--- src/hw/rtl/tdgs_pkg.sv ---
// ============================================================================
// tdgs_pkg
// Shared types and constants for the tile darkness gradient shader.
// ============================================================================
package tdgs_pkg;

   // Field widths fixed by the interface
   localparam int DARK_W     = 8;
   localparam int TILE_W     = 6;
   localparam int PIX_W      = 7;
   localparam int NBR_W      = 4;
   localparam int LG_CSR_W   = 3;
   localparam int DIM_CSR_W  = 7;
   localparam int LG_RAW_W   = 4;   // holds the tile log2 clamp bound
   localparam int CSR_IDX_W  = 2;
   localparam int CSR_DATA_W = 7;

   // Register indexes
   localparam logic [CSR_IDX_W-1:0] CSR_TILE_SIZE_LOG2 = 2'd0;
   localparam logic [CSR_IDX_W-1:0] CSR_LIGHTING_MODE  = 2'd1;
   localparam logic [CSR_IDX_W-1:0] CSR_MAP_WIDTH      = 2'd2;
   localparam logic [CSR_IDX_W-1:0] CSR_MAP_HEIGHT     = 2'd3;

   // Lighting modes
   localparam logic LT_TILE       = 1'b0;
   localparam logic LT_PIXEL_BEST = 1'b1;

   // Reset values
   localparam logic [LG_CSR_W-1:0]  RST_TILE_SIZE_LOG2 = 3'd5;
   localparam logic                 RST_LIGHTING_MODE  = LT_PIXEL_BEST;
   localparam logic [DIM_CSR_W-1:0] RST_MAP_DIM        = 7'd11;

   localparam logic [DARK_W-1:0] DARK_FULL = 8'd255;
   localparam logic [DARK_W-1:0] DARK_NONE = 8'd0;

   // Neighbor flag bits
   localparam int NBR_UP    = 0;
   localparam int NBR_RIGHT = 1;
   localparam int NBR_DOWN  = 2;
   localparam int NBR_LEFT  = 3;

   typedef enum logic [1:0] {
      ACT_LEAVE  = 2'd0,
      ACT_BLEND  = 2'd1,
      ACT_OPAQUE = 2'd2
   } action_type;

endpackage

--- src/hw/rtl/tile_darkness_gradient_shader_core.sv ---
// ============================================================================
// tile_darkness_gradient_shader_core
// Darkening overlay for one pixel of a map tile: opaque, blend or leave.
// ============================================================================
//
//   channel   ports                         handshake
//   --------  ----------------------------  ---------------------------------
//   request   start, busy, req_*            taken when start && !busy
//   response  rsp_valid, rsp_action/alpha   one-cycle strobe, cannot stall
//   config    csr_we, csr_index, csr_wdata  written when csr_we is high
//
// A new transaction can be taken every cycle; busy is high only during reset.
// The response passes through five register stages after the transaction
// is taken: neighbor select, weight select, multiply, sum-and-shift,
// resolve. Sustained rate is one pixel per clock outside reset.
// Reset clears the stage valid bits and loads the register defaults;
// any transaction in flight is dropped. No stall path exists downstream.
//
module tile_darkness_gradient_shader_core #(
   parameter int MAX_TILE_LOG2 = 7,
   parameter int MAX_MAP_DIM   = 64
) (
   input  logic                               clock,
   input  logic                               reset,
   // request
   input  logic                               start,
   output logic                               busy,
   input  logic [tdgs_pkg::TILE_W-1:0]        req_tile_x,
   input  logic [tdgs_pkg::TILE_W-1:0]        req_tile_y,
   input  logic [tdgs_pkg::PIX_W-1:0]         req_pixel_x,
   input  logic [tdgs_pkg::PIX_W-1:0]         req_pixel_y,
   input  logic [tdgs_pkg::DARK_W-1:0]        req_dark_center,
   input  logic [tdgs_pkg::DARK_W-1:0]        req_dark_up,
   input  logic [tdgs_pkg::DARK_W-1:0]        req_dark_right,
   input  logic [tdgs_pkg::DARK_W-1:0]        req_dark_down,
   input  logic [tdgs_pkg::DARK_W-1:0]        req_dark_left,
   input  logic [tdgs_pkg::NBR_W-1:0]         req_neighbor_valid,
   // response
   output logic                               rsp_valid,
   output logic [1:0]                         rsp_action,
   output logic [tdgs_pkg::DARK_W-1:0]        rsp_alpha,
   // configuration
   input  logic                               csr_we,
   input  logic [tdgs_pkg::CSR_IDX_W-1:0]     csr_index,
   input  logic [tdgs_pkg::CSR_DATA_W-1:0]    csr_wdata
);
   import tdgs_pkg::*;

   // Pixel positions, weights and tile log2 widths follow the largest tile
   localparam int POS_W  = MAX_TILE_LOG2;
   localparam int LG_W   = $clog2(MAX_TILE_LOG2 + 1);
   localparam int PROD_W = DARK_W + POS_W;
   localparam int SUM_W  = PROD_W + 1;
   // Edge compares hold tile+1, the map width register and the clamp bound
   localparam int DIM_BND_W = $clog2(MAX_MAP_DIM + 1);
   localparam int DIM_W     = (DIM_BND_W > DIM_CSR_W) ? DIM_BND_W : DIM_CSR_W + 1;

   // ------------------------------------------------------------------
   // Configuration registers
   // ------------------------------------------------------------------
   logic [LG_CSR_W-1:0]  tile_size_log2_ff;
   logic                 lighting_mode_ff;
   logic [DIM_CSR_W-1:0] map_width_ff;
   logic [DIM_CSR_W-1:0] map_height_ff;

   always_ff @(posedge clock) begin
      if (reset) begin
         tile_size_log2_ff <= RST_TILE_SIZE_LOG2;
         lighting_mode_ff  <= RST_LIGHTING_MODE;
         map_width_ff      <= RST_MAP_DIM;
         map_height_ff     <= RST_MAP_DIM;
      end else if (csr_we) begin
         case (csr_index)
            CSR_TILE_SIZE_LOG2: tile_size_log2_ff <= csr_wdata[LG_CSR_W-1:0];
            CSR_LIGHTING_MODE:  lighting_mode_ff  <= csr_wdata[0];
            CSR_MAP_WIDTH:      map_width_ff      <= csr_wdata;
            CSR_MAP_HEIGHT:     map_height_ff     <= csr_wdata;
            default: ;
         endcase
      end
   end

   // No backpressure: a transaction is taken in every cycle with start high outside reset
   logic accept;
   assign busy   = reset;
   assign accept = start && !busy;

   // ------------------------------------------------------------------
   // Stage 1: clamp tile size, wrap pixel, substitute missing neighbors
   // ------------------------------------------------------------------
   logic [LG_RAW_W-1:0]  lg_raw;
   logic [LG_W-1:0]      lg_in;
   logic [POS_W:0]       size_in;
   logic [POS_W-1:0]     mask_in;
   logic [DIM_W-1:0]     mw_in, mh_in, tx1_in, ty1_in;
   logic                 up_ok, right_ok, down_ok, left_ok;

   logic                 s1_valid_ff;
   logic [LG_W-1:0]      s1_lg_ff;
   logic [POS_W-1:0]     s1_px_ff, s1_py_ff;
   logic [DARK_W-1:0]    s1_d0_ff, s1_du_ff, s1_dr_ff, s1_dd_ff, s1_dl_ff;

   always_comb begin
      lg_raw = LG_RAW_W'(tile_size_log2_ff);
      if (lg_raw == '0)
         lg_in = LG_W'(1);
      else if (lg_raw > LG_RAW_W'(MAX_TILE_LOG2))
         lg_in = LG_W'(MAX_TILE_LOG2);
      else
         lg_in = LG_W'(lg_raw);
      size_in = (POS_W + 1)'(1) << lg_in;
      mask_in = POS_W'(size_in - (POS_W + 1)'(1));

      mw_in  = (DIM_W'(map_width_ff) > DIM_W'(MAX_MAP_DIM)) ?
               DIM_W'(MAX_MAP_DIM) : DIM_W'(map_width_ff);
      mh_in  = (DIM_W'(map_height_ff) > DIM_W'(MAX_MAP_DIM)) ?
               DIM_W'(MAX_MAP_DIM) : DIM_W'(map_height_ff);
      tx1_in = DIM_W'(req_tile_x) + DIM_W'(1);
      ty1_in = DIM_W'(req_tile_y) + DIM_W'(1);

      up_ok    = (req_tile_y != '0) && req_neighbor_valid[NBR_UP];
      right_ok = (tx1_in < mw_in)   && req_neighbor_valid[NBR_RIGHT];
      down_ok  = (ty1_in < mh_in)   && req_neighbor_valid[NBR_DOWN];
      left_ok  = (req_tile_x != '0) && req_neighbor_valid[NBR_LEFT];
   end

   always_ff @(posedge clock) begin
      if (reset) s1_valid_ff <= 1'b0;
      else       s1_valid_ff <= accept;
   end

   always_ff @(posedge clock) begin
      s1_lg_ff <= lg_in;
      s1_px_ff <= POS_W'(req_pixel_x) & mask_in;
      s1_py_ff <= POS_W'(req_pixel_y) & mask_in;
      s1_d0_ff <= req_dark_center;
      s1_du_ff <= up_ok    ? req_dark_up    : req_dark_center;
      s1_dr_ff <= right_ok ? req_dark_right : req_dark_center;
      s1_dd_ff <= down_ok  ? req_dark_down  : req_dark_center;
      s1_dl_ff <= left_ok  ? req_dark_left  : req_dark_center;
   end

   // ------------------------------------------------------------------
   // Stage 2: pick ramp segment and its two weights per axis
   // ------------------------------------------------------------------
   logic [POS_W:0]    size2_in;
   logic [POS_W-1:0]  half2_in;
   logic              below_x, below_y;
   logic              flat_in;

   logic              s2_valid_ff;
   logic              s2_flat_ff;
   logic [LG_W-1:0]   s2_hs_ff;
   logic [DARK_W-1:0] s2_d0_ff;
   logic [DARK_W-1:0] s2_xa_ff, s2_xb_ff, s2_ya_ff, s2_yb_ff;
   logic [POS_W-1:0]  s2_xwa_ff, s2_xwb_ff, s2_ywa_ff, s2_ywb_ff;

   always_comb begin
      size2_in = (POS_W + 1)'(1) << s1_lg_ff;
      half2_in = POS_W'(size2_in >> 1);
      below_x  = s1_px_ff < half2_in;
      below_y  = s1_py_ff < half2_in;
      flat_in  = (lighting_mode_ff == LT_TILE) ||
                 ((s1_du_ff == s1_d0_ff) && (s1_dr_ff == s1_d0_ff) &&
                  (s1_dd_ff == s1_d0_ff) && (s1_dl_ff == s1_d0_ff));
   end

   always_ff @(posedge clock) begin
      if (reset) s2_valid_ff <= 1'b0;
      else       s2_valid_ff <= s1_valid_ff;
   end

   always_ff @(posedge clock) begin
      s2_flat_ff <= flat_in;
      s2_hs_ff   <= s1_lg_ff - LG_W'(1);
      s2_d0_ff   <= s1_d0_ff;
      // left half runs edge->center, right half center->far edge
      s2_xa_ff   <= below_x ? s1_dl_ff : s1_d0_ff;
      s2_xb_ff   <= below_x ? s1_d0_ff : s1_dr_ff;
      s2_xwa_ff  <= below_x ? half2_in - s1_px_ff :
                              POS_W'(size2_in - (POS_W + 1)'(s1_px_ff));
      s2_xwb_ff  <= below_x ? s1_px_ff : s1_px_ff - half2_in;
      s2_ya_ff   <= below_y ? s1_du_ff : s1_d0_ff;
      s2_yb_ff   <= below_y ? s1_d0_ff : s1_dd_ff;
      s2_ywa_ff  <= below_y ? half2_in - s1_py_ff :
                              POS_W'(size2_in - (POS_W + 1)'(s1_py_ff));
      s2_ywb_ff  <= below_y ? s1_py_ff : s1_py_ff - half2_in;
   end

   // ------------------------------------------------------------------
   // Stage 3: weight products, one small multiplier per term
   // ------------------------------------------------------------------
   logic              s3_valid_ff;
   logic              s3_flat_ff;
   logic [LG_W-1:0]   s3_hs_ff;
   logic [DARK_W-1:0] s3_d0_ff;
   logic [PROD_W-1:0] s3_xpa_ff, s3_xpb_ff, s3_ypa_ff, s3_ypb_ff;

   always_ff @(posedge clock) begin
      if (reset) s3_valid_ff <= 1'b0;
      else       s3_valid_ff <= s2_valid_ff;
   end

   always_ff @(posedge clock) begin
      s3_flat_ff <= s2_flat_ff;
      s3_hs_ff   <= s2_hs_ff;
      s3_d0_ff   <= s2_d0_ff;
      s3_xpa_ff  <= PROD_W'(s2_xa_ff) * PROD_W'(s2_xwa_ff);
      s3_xpb_ff  <= PROD_W'(s2_xb_ff) * PROD_W'(s2_xwb_ff);
      s3_ypa_ff  <= PROD_W'(s2_ya_ff) * PROD_W'(s2_ywa_ff);
      s3_ypb_ff  <= PROD_W'(s2_yb_ff) * PROD_W'(s2_ywb_ff);
   end

   // ------------------------------------------------------------------
   // Stage 4: sum each axis and scale back by half the tile edge
   // ------------------------------------------------------------------
   logic [SUM_W-1:0]  gx_sum_in, gy_sum_in;

   logic              s4_valid_ff;
   logic              s4_flat_ff;
   logic [DARK_W-1:0] s4_d0_ff;
   logic [DARK_W-1:0] s4_gx_ff, s4_gy_ff;

   assign gx_sum_in = SUM_W'(s3_xpa_ff) + SUM_W'(s3_xpb_ff);
   assign gy_sum_in = SUM_W'(s3_ypa_ff) + SUM_W'(s3_ypb_ff);

   always_ff @(posedge clock) begin
      if (reset) s4_valid_ff <= 1'b0;
      else       s4_valid_ff <= s3_valid_ff;
   end

   always_ff @(posedge clock) begin
      s4_flat_ff <= s3_flat_ff;
      s4_d0_ff   <= s3_d0_ff;
      s4_gx_ff   <= DARK_W'(gx_sum_in >> s3_hs_ff);
      s4_gy_ff   <= DARK_W'(gy_sum_in >> s3_hs_ff);
   end

   // ------------------------------------------------------------------
   // Stage 5: resolve action and alpha into the response register
   // ------------------------------------------------------------------
   logic [DARK_W:0]   avg_sum_in;
   action_type        action_in;
   logic [DARK_W-1:0] alpha_in;

   logic              rsp_valid_ff;
   action_type        rsp_action_ff;
   logic [DARK_W-1:0] rsp_alpha_ff;

   always_comb begin
      avg_sum_in = (DARK_W + 1)'(s4_gx_ff) + (DARK_W + 1)'(s4_gy_ff);
      if (!s4_flat_ff) begin
         action_in = ACT_BLEND;
         alpha_in  = avg_sum_in[DARK_W:1];
      end else if (s4_d0_ff == DARK_FULL) begin
         action_in = ACT_OPAQUE;
         alpha_in  = DARK_NONE;
      end else if (s4_d0_ff != DARK_NONE) begin
         action_in = ACT_BLEND;
         alpha_in  = s4_d0_ff;
      end else begin
         action_in = ACT_LEAVE;
         alpha_in  = DARK_NONE;
      end
   end

   always_ff @(posedge clock) begin
      if (reset) rsp_valid_ff <= 1'b0;
      else       rsp_valid_ff <= s4_valid_ff;
   end

   always_ff @(posedge clock) begin
      rsp_action_ff <= action_in;
      rsp_alpha_ff  <= alpha_in;
   end

   assign rsp_valid  = rsp_valid_ff;
   assign rsp_action = rsp_action_ff;
   assign rsp_alpha  = rsp_alpha_ff;

endmodule

--- config.mk ---
export PLATFORM = sky130hd
export DESIGN_NAME = tile_darkness_gradient_shader_core
export DESIGN_NICKNAME = d
export VERILOG_FILES = /design/src/hw/rtl/tdgs_pkg.sv /design/src/hw/rtl/tile_darkness_gradient_shader_core.sv
export SDC_FILE = /design/constraint.sdc
export NUM_CORES = 1
export LEC_CHECK = 0
export BUFFER_PORTS_ARGS = -buffer_cell sky130_fd_sc_hd__buf_2
export CORE_MARGIN = 2
export CORE_UTILIZATION = 55
export CTS_CLUSTER_DIAMETER = 50
export CTS_CLUSTER_SIZE = 40
export DETAILED_ROUTE_END_ITERATION = 6
export GPL_TIMING_DRIVEN = 0
export PLACE_DENSITY = 0.73
export SYNTH_ARGS = -nofsm -noshare
export SYNTH_HDL_FRONTEND = slang
export SYNTH_SLANG_ARGS = --single-unit
--- constraint.sdc ---
create_clock -name clock -period 4.9 [get_ports clock]
set_input_delay 0.245 -clock clock [delete_from_list [all_inputs] [get_ports clock]]
set_output_delay 0.245 -clock clock [all_outputs]
set_load 0.005 [all_outputs]
# Word level (Yosys, flattened, before mapping)
# Cells that the tools add are included.
[word_totals]
regBits = 259
output_inout_bits = 12
word_cells = 118
[classes]
add_sub_neg = 13
multipliers = 4
order_cmp = 6
eq_ne = 8
shifts = 4
n_mux = 20
bitwise_logic = 3
reduce_logical = 19
[ops]
columns = ["cell", "n"]
rows = [
  ["8-bit two-way mux", 11],
  ["8-bit by 7-bit multiplier with 15-bit output", 4],
  ["7-bit two-way mux", 6],
  ["7-bit subtractor", 6],
  ["15-bit by 15-bit adder with 16-bit output", 2],
  ["8-bit == test", 4],
  ["16-bit by 3-bit >> shifter with 8-bit output", 2],
  ["7-bit less-than comparator", 4],
  ["6-bit by 1-bit adder with 7-bit output, second input constant", 2],
  ["7-bit AND", 2],
  ["7-bit > comparator, second input constant", 2],
  ["6-bit nonzero test", 2],
  ["8-bit by 8-bit adder with 9-bit output", 1],
  ["8-bit == test, second input constant", 1],
  ["1-bit logical AND", 8],
  ["2-bit AND reduction", 4],
  ["8-bit nonzero test", 1],
  ["1-bit by 3-bit << shifter with 8-bit output, first input constant", 1],
  ["1-bit by 3-bit << shifter with 7-bit output, first input constant", 1],
  ["7-bit by 1-bit subtractor with 7-bit output, second input constant", 1],
  ["2-bit == test, second input constant", 2],
  ["3-bit zero test", 1],
  ["3-bit two-way mux", 1],
  ["3-bit by 1-bit subtractor with 3-bit output, second input constant", 1],
  ["other kinds (7)", 7],
]

# Longest topological paths before layout
# Gate-level depths: netlist (run 1).
[logic_depth]
depth_word = 5
ltp_mapped = 23
depth_no_buf = 21

# Worst setup path after synthesis (run 1)
# No wires, ideal clock.
[synth_path]
path_type = "reg2reg"
from = "register s1_lg_ff[2]"
to = "register s2_ywa_ff[6]"
setup_time_ps = 121
t_arrival_ps = 4060
t_required_ps = 4779
slack_ps = 720
path_stages_with_launch = 21
period_less_slack_ps = 4180
path_cell_list = "dfxtp_1 -> clkbuf_1 -> nand2b_1 -> ha_1 -> nor2b_1 -> o21ai_0 -> nand2b_1 -> a21o_1 -> a21o_1 -> a31oi_4 -> buf_2 -> mux2i_1 -> ha_1 -> inv_1 -> fa_1 -> a21o_1 -> a21oi_1 -> o21bai_1 -> a21oi_1 -> xnor2_1 -> xnor2_1"
[synth_between]
elab_chain_len = 3
word_cells_on_any_way = 5
classes_between = "add/sub: 2; order compare: 1; shift: 1; mux: 1"
[synth_lines]
columns = ["item", "line_no", "source"]
rows = [
  ["from (decl)", "tile_darkness_gradient_shader_core.sv:99", "logic [LG_W-1:0] s1_lg_ff;"],
  ["from (signal assigned)", "tile_darkness_gradient_shader_core.sv:133", "s1_lg_ff <= lg_in;"],
  ["1-bit by 3-bit << shifter with 8-bit output *", "tile_darkness_gradient_shader_core.sv:159", "size2_in = (POS_W + 1)'(1) << s1_lg_ff;"],
  ["7-bit subtractor, or another cell as far along", "tile_darkness_gradient_shader_core.sv:186", "POS_W'(size2_in - (POS_W + 1)'(s1_py_ff));"],
  ["7-bit two-way mux *", "tile_darkness_gradient_shader_core.sv:185", "s2_ywa_ff <= below_y ? half2_in - s1_py_ff :"],
  ["to (signal assigned)", "tile_darkness_gradient_shader_core.sv:185", ""],
  ["to (decl)", "tile_darkness_gradient_shader_core.sv:156", "logic [POS_W-1:0] s2_xwa_ff, s2_xwb_ff, s2_ywa_ff, s2_ywb_ff;"],
]
# Mark *: on every way between the ends. The rest lies on a longest branch, timed or not.
# A chain may end at the register's enable or synchronous reset.

# Worst setup path after layout (run 1)
[layout_path]
from = "register s1_lg_ff[0]"
to = "register s2_xwa_ff[6]"
[layout_between]
elab_chain_len = 3
word_cells_on_any_way = 5
classes_between = "add/sub: 2; order compare: 1; shift: 1; mux: 1"
[layout_lines]
columns = ["item", "line_no", "source"]
rows = [
  ["1-bit by 3-bit << shifter with 8-bit output *", "tile_darkness_gradient_shader_core.sv:159", ""],
  ["7-bit subtractor, or another cell as far along", "tile_darkness_gradient_shader_core.sv:181", "POS_W'(size2_in - (POS_W + 1)'(s1_px_ff));"],
  ["7-bit two-way mux *", "tile_darkness_gradient_shader_core.sv:180", "s2_xwa_ff <= below_x ? half2_in - s1_px_ff :"],
  ["to (signal assigned)", "tile_darkness_gradient_shader_core.sv:180", ""],
  ["to (decl)", "tile_darkness_gradient_shader_core.sv:156", ""],
]
# Marks and branches as above.

==> results.md, run 1 <==
- Status: complete, no violations
- DR vias/cell: between 5 and 6
- CTS buffer count: 29
- Mapped Nets: ~2200
- Site row count: 65
- Commonest non-fill, non-tap cells in the layout: dfxtp_1, ha_1, and2_1
- Clock slew at reported path FFs: approximately 80 ps
- Top FF cell, synth: dfxtp_1
- Worst Path Required: 5340 ps
- DP HPWL: between 30000 and 40000 um
- Reg-to-Reg Start: s1_lg_ff[0]$_DFF_P_
- First-pass GRT wire length: just under 70000 um
- Worst Tran Pin Value: about 1400 ps
- Die width: 184 um
- Vias post-DR: between 10000 and 15000
- CTS tree: done
- H-Tree Depth: 1
- Die Span Y: between 150 and 200 um
- R2R depth: 22
- Synth area leader: dfxtp_1
- Max Slew Vio Count: 0
- Top cell type's share of synthesized area: 29.1%
- Share of the yosys chip area belonging to registers: between 20% and 30%
- Final Hold Violating Endpoints: 0
- Placed cells: approximately 2300
- Post-route ant nets: 0
- Final Wtd Congestion: slightly above 0.9
- Avg WL per Cell: ~17 um
- Slew Limit Headroom: 6.05%
- CTS root buf: clkbuf_16
- Dpl ws: between 30 and 40 ps
- 1st-iter DRT viols: approximately 760
- Syn. warnings: 0
- Gr ovfl total: 0
- CP max FO: 10
- Mean Syn Cell Area: between 9 and 10 um2
- Crit path DAT: 4980 ps
- Vias in the first global route: between 10000 and 15000
- Layout net count: approximately 2400
- EDFF count, synth: 0
- Hold path depth: 4
- Die Area: 0.0339 mm2
- Worst Skew: between 20 and 30 ps
- Routed wire length: 41200 um
- Deepest clock path buffer count: 3
- DRT Pass-1 Iters: 6
- Post-synth ARST share: 0%
- Post-Syn Instances: 1797
- Unique cell type count in the Yosys netlist: around 70
- Gr usage total: 25.1%
- Tcrit/Tclk final: just over 90%
- R2r setup slk: around 360 ps
- Area contributors post-synth: dfxtp_1, ha_1, fa_1
- # clock sinks: ~260
- IO buf count: 92
- Core Region: ~0.032 mm2
- Top Ports: between 90 and 100
- Clk Latency, worst-skew pair: between 500 and 600 ps
- Setup TNS: 0 ps
- Share of post-route cells with drive strength above 1: approximately an eighth
- Crit Path Category: register to register
- Layout area overhead: 15.2%
- Hold slack: 115 ps
- Period minus WS final: approximately 4500 ps
- DRC violations left: 0
- Starting density of the core: 56.3%
- Cell Area, Synth: 0.0178 mm2
- Hold path start: csr_index[1]
- Fin cells: between 2000 and 2500
- Max cap viols: 0
- Largest net degree at the start of global routing: 27
- Startpoint Class: register
- Most common cell after layout, fill and taps aside: dfxtp_1
- Hold Path Class: primary input to register
- CP Capture Type: register
- Hold Path End: lighting_mode_ff$_SDFFE_PP1P_
- Synth Register Bits: 259
- Final WS setup: 356 ps
- Crit Reg-Reg Endpoint: s2_xwa_ff[6]$_DFF_P_
- Initial antenna violation count: 1
- Final setup fails: 0
- Max Clk Rate: around 0.22 GHz
==> worst max path at each step <==
stage / endpoint / startpoint
5_1_grt: s2_xwa_ff[6]$_DFF_P_ / s1_lg_ff[0]$_DFF_P_
6_report: s2_xwa_ff[6]$_DFF_P_ / s1_lg_ff[0]$_DFF_P_
4_1_cts: s2_xwa_ff[6]$_DFF_P_ / s1_lg_ff[2]$_DFF_P_
2_1_floorplan: s2_ywa_ff[6]$_DFF_P_ / s1_lg_ff[2]$_DFF_P_
3_5_place_dp: s2_xwa_ff[6]$_DFF_P_ / s1_lg_ff[2]$_DFF_P_
3_3_place_gp: s2_xwa_ff[6]$_DFF_P_ / s1_lg_ff[2]$_DFF_P_
==> cell type report <==
| cell class | count | area [um2] |
|---|---|---|
| timing repair buffer | 158 | 1110 |
| antenna | 1 | 2.50 |
| clock inverter | 21 | 339 |
| fill | 2537 | 11200 |
| tap | 402 | 503 |
| multi-input combinational | 1351 | 11900 |
| buffer | 30 | 136 |
| sequential | 259 | 5180 |
| clock buffer | 32 | 747 |
| inverter | 157 | 589 |
==> worst max-delay path, cell delays in order, from the launching register on <==
cell      delay (ps)
dfxtp_1          330
inv_1            200
ha_2             260
nand2b_2         130
ha_1             290
nor2b_1          130
o21ai_1          180
a21boi_1         110
o21ai_0          180
nand2b_1         110
a31oi_1          240
buf_4            260
clkbuf_4         260
mux2i_1          230
ha_1             170
inv_1             60
fa_1             410
a21o_1           170
a21oi_1          220
o21bai_1          90
a21oi_1          170
xnor2_1          150
xnor2_1           90
==> metrics by stage <==
| step | instance area [um2] | util, % |
|---|---|---|
| 2_1_floorplan | 17800 | - |
| 3_3_place_gp | 18800 | 59.3 |
| 3_5_place_dp | 18800 | 59.3 |
| 4_1_cts | 20500 | 64.7 |
| 5_1_grt | 20600 | 64.8 |
| 6_report | 20600 | 64.8 |
==> sequential cells by signal (all words and copies together), names as in the netlist, 15 cells and up <==
| register | flops |
|---|---|
| s3_xpa_ff | 15 |
| s3_xpb_ff | 15 |
| s3_ypb_ff | 15 |
| s3_ypa_ff | 15 |
==> what timing repair did <==
action	in CTS	in global routing
hold buffers	63	0
setup endpoints to repair	0	2
gates resized for setup	0	8
hold endpoints to repair	76	0
setup buffers	0	3
==> metal layers <==
layer	global-route usage [%]	wire, um
met5	0	0
met1	32.6	18400
met3	3.28	2010
met2	43.2	19600
met4	8.42	1160
==> logic make-up (layout without fill, tap and decap cells) <==
kind of cell | after synthesis | after routing | synth area share [%]
AND/OR/NAND/NOR | 532 | 532 | 15.9
adder cells (fa/ha/maj) | 338 | 338 | 28.9
flip-flops | 259 | 259 | 29.1
AO/OA/AOI/OAI | 258 | 258 | 9.28
buffers and inverters | 187 | 398 | 4.03
multiplexers | 113 | 113 | 7.47
XOR/XNOR | 109 | 109 | 5.35
other | 1 | 2 | 0.0210
==> cell usage after synthesis, drive strengths merged, types with 11 or more instances <==
master  instances
mux2           69
and3           17
nor3           16
nand3          33
xnor2          73
nor2           44
fa            123
a21o           41
dfxtp         259
o21ai          58
inv           157
ha            215
nand3b         13
a21oi          81
nand2         149
nor2b          31
or4            11
clkbuf         22
mux2i          35
xor2           36
and2          181
Power of run 1 is not shown: default switching activity piles up to over one toggle a cycle in this logic, so the estimate is an artifact.
==> run 2: changes to the inputs <==
Settings changed: CORE_UTILIZATION 55 to 35, PLACE_DENSITY 0.73 to not set.
==> run 2 against run 1 <==
  * Critical path depth decreased by 1
  * Via count decreased by 0.49%
  * Setup slack improved by 47 ps
  * Sequential cell count unchanged
  * Clock-buffer cell count decreased by 2
  * Wire length increased by 3.7%
  * Utilization decreased by 23 points
  * First-iteration DRC count decreased by 27%
  * Clock skew about the same
  * Final area increased by 2.3%
  * Critical endpoint unchanged
==> results.md, run 2 (synthesis results as in run 1) <==
- Status: complete, no violations
- Gr ovfl total: 0
- Commonest non-fill, non-tap cells in the layout: dfxtp_1, ha_1, and2_1
- RSZ-0062 raised after global routing: no
- DRT Pass-1 Iters: 5
- Startpoint Class: register
- Starting density of the core: a little over a third
- Final Hold Violating Endpoints: 0
- CP Capture Type: register
- Post-route ant nets: 0
- Final setup fails: 0
- Max Clk Rate: approximately 0.22 GHz
- Worst Tran Pin Value: roughly 1400 ps
- Hold slack: 80.9 ps
- Deepest clock path buffer count: 3
- Tcrit/Tclk final: between 90 and 100%
- Setup TNS: 0 ps
- First-pass GRT wire length: ~70000 um
- Hold Path End: lighting_mode_ff$_SDFFE_PP1P_
- Period minus WS final: around 4500 ps
- R2R depth: 21
- DP HPWL: 34500 um
- DRC violations left: 0
- Clk Latency, worst-skew pair: 600 ps
- Clock slew at reported path FFs: 60 ps
- CP max FO: 19
- IO buf count: about 90
- Layout net count: around 2400
- # clock sinks: 259
- Worst Path Required: 5400 ps
- R2r setup slk: 400 ps
- Core Region: between 0.05 and 0.06 mm2
- Avg WL per Cell: roughly 16 um
- Worst Skew: 28.2 ps
- Max cap viols: 0
- CTS tree: done
- Most common cell after layout, fill and taps aside: dfxtp_1
- Max Slew Vio Count: 0
- Crit Reg-Reg Endpoint: s2_xwa_ff[6]$_DFF_P_
- Share of post-route cells with drive strength above 1: between 10% and 20%
- Die Span Y: about 230 um
- CTS buffer count: 30
- Vias post-DR: approximately 13000
- Slew Limit Headroom: a little under a tenth
- Site row count: about 80
- Die width: about 230 um
- Gr usage total: about 16%
- Final Wtd Congestion: approximately 0.9
- Hold path start: csr_index[1]
- Top Ports: between 90 and 100
- 1st-iter DRT viols: 560
- FILL cells: a little under 5000
- Hold path depth: 4
- CP startpoint: s1_lg_ff[0]$_DFF_P_
- H-Tree Depth: 1
- Largest net degree at the start of global routing: 27
- Layout area overhead: 17.9%
- Initial antenna violation count: 1
- Reg-to-Reg Start: s1_lg_ff[0]$_DFF_P_
- CTS root buf: clkbuf_16
- Crit Path Category: register to register
- Crit path DAT: about 5000 ps
- Die Area: 0.0528 mm2
- Routed wire length: between 40000 and 50000 um
- Hold Path Class: primary input to register
- Vias in the first global route: ~13000
- DR vias/cell: ~4.9
## run 2: cell types whose count changed in the layout (fill, tap and decap cells not counted), sizes merged
| cell | change |
|---|---|
| clkinv | -4 |
| bufinv | +2 |
| buf | +1 |
| inv | +7 |
| diode | +1 |
| clkbuf | -3 |
## run 2: layout make-up
type                    count  area (um2)  share of cell area (%)
plain buffers              29         129                   0.613
clock inverters            26         465                    2.21
inverters                 157         589                    2.80
multi-input cells        1351       11900                    56.8
flip-flops and latches    259        5180                    24.6
diodes                      2        5.00                  0.0238
repair buffers            159        1120                    5.35
clock buffers              30         751                    3.57
well taps                 672         841                    4.00
## run 2: routing by layer
layer | global-route usage [%] | up-vias | wire (um)
li1 | - | 6481 | -
met1 | 22.2 | 6250 | 20600
met2 | 26.1 | 283 | 18900
met3 | 2.22 | 78 | 1790
met4 | 5.52 | 0 | 1470
met5 | 0 | - | 0
## run 2: worst max-delay path by stage
stage | end | cells after the start
floorplan | s2_ywa_ff[6]$_DFF_P_ | 20
global placement | s2_xwa_ff[6]$_DFF_P_ | 21
detailed placement | s2_xwa_ff[6]$_DFF_P_ | 21
CTS | s2_xwa_ff[6]$_DFF_P_ | 21
global route | s2_xwa_ff[6]$_DFF_P_ | 21
finish | s2_xwa_ff[6]$_DFF_P_ | 21
## run 2: stage by stage
stage / std cells / worst slack [ps] / instance area, um2 / util [%]
3_3_place_gp: 2561 / 77.5 / 19100 / 38.1
3_5_place_dp: 2561 / -46.1 / 19100 / 38.1
5_1_grt: 2684 / 28.0 / 21000 / 41.8
4_1_cts: 2680 / 15.8 / 21000 / 41.8
6_report: 2685 / 403 / 21000 / 41.8
2_1_floorplan: 1797 / 720 / 17800 / -
## run 2: worst max-delay path, stage by stage (launching register included)
cell      delay, ps
dfxtp_1         330
inv_1           160
ha_1            260
nand2b_2        150
ha_1            290
nor2b_1         130
o21ai_0         210
a21boi_1        130
o21ai_0         160
nand2b_1        120
a31oi_1         250
buf_4           350
mux2i_1         290
ha_1            190
inv_1            60
fa_1            390
a21o_1          170
a21oi_1         220
o21bai_1         90
a21oi_1         180
xnor2_1         150
xnor2_1         140
## run 2: timing repair
action | CTS | global route
buffers inserted | 0 | 3
endpoints found under the setup margin | 1 | 2
pin swaps | 0 | 1
hold buffers | 63 | 0
endpoints found under the hold margin | 76 | 0
gates resized for setup | 1 | 3
Power of run 2 is left out for the same reason.
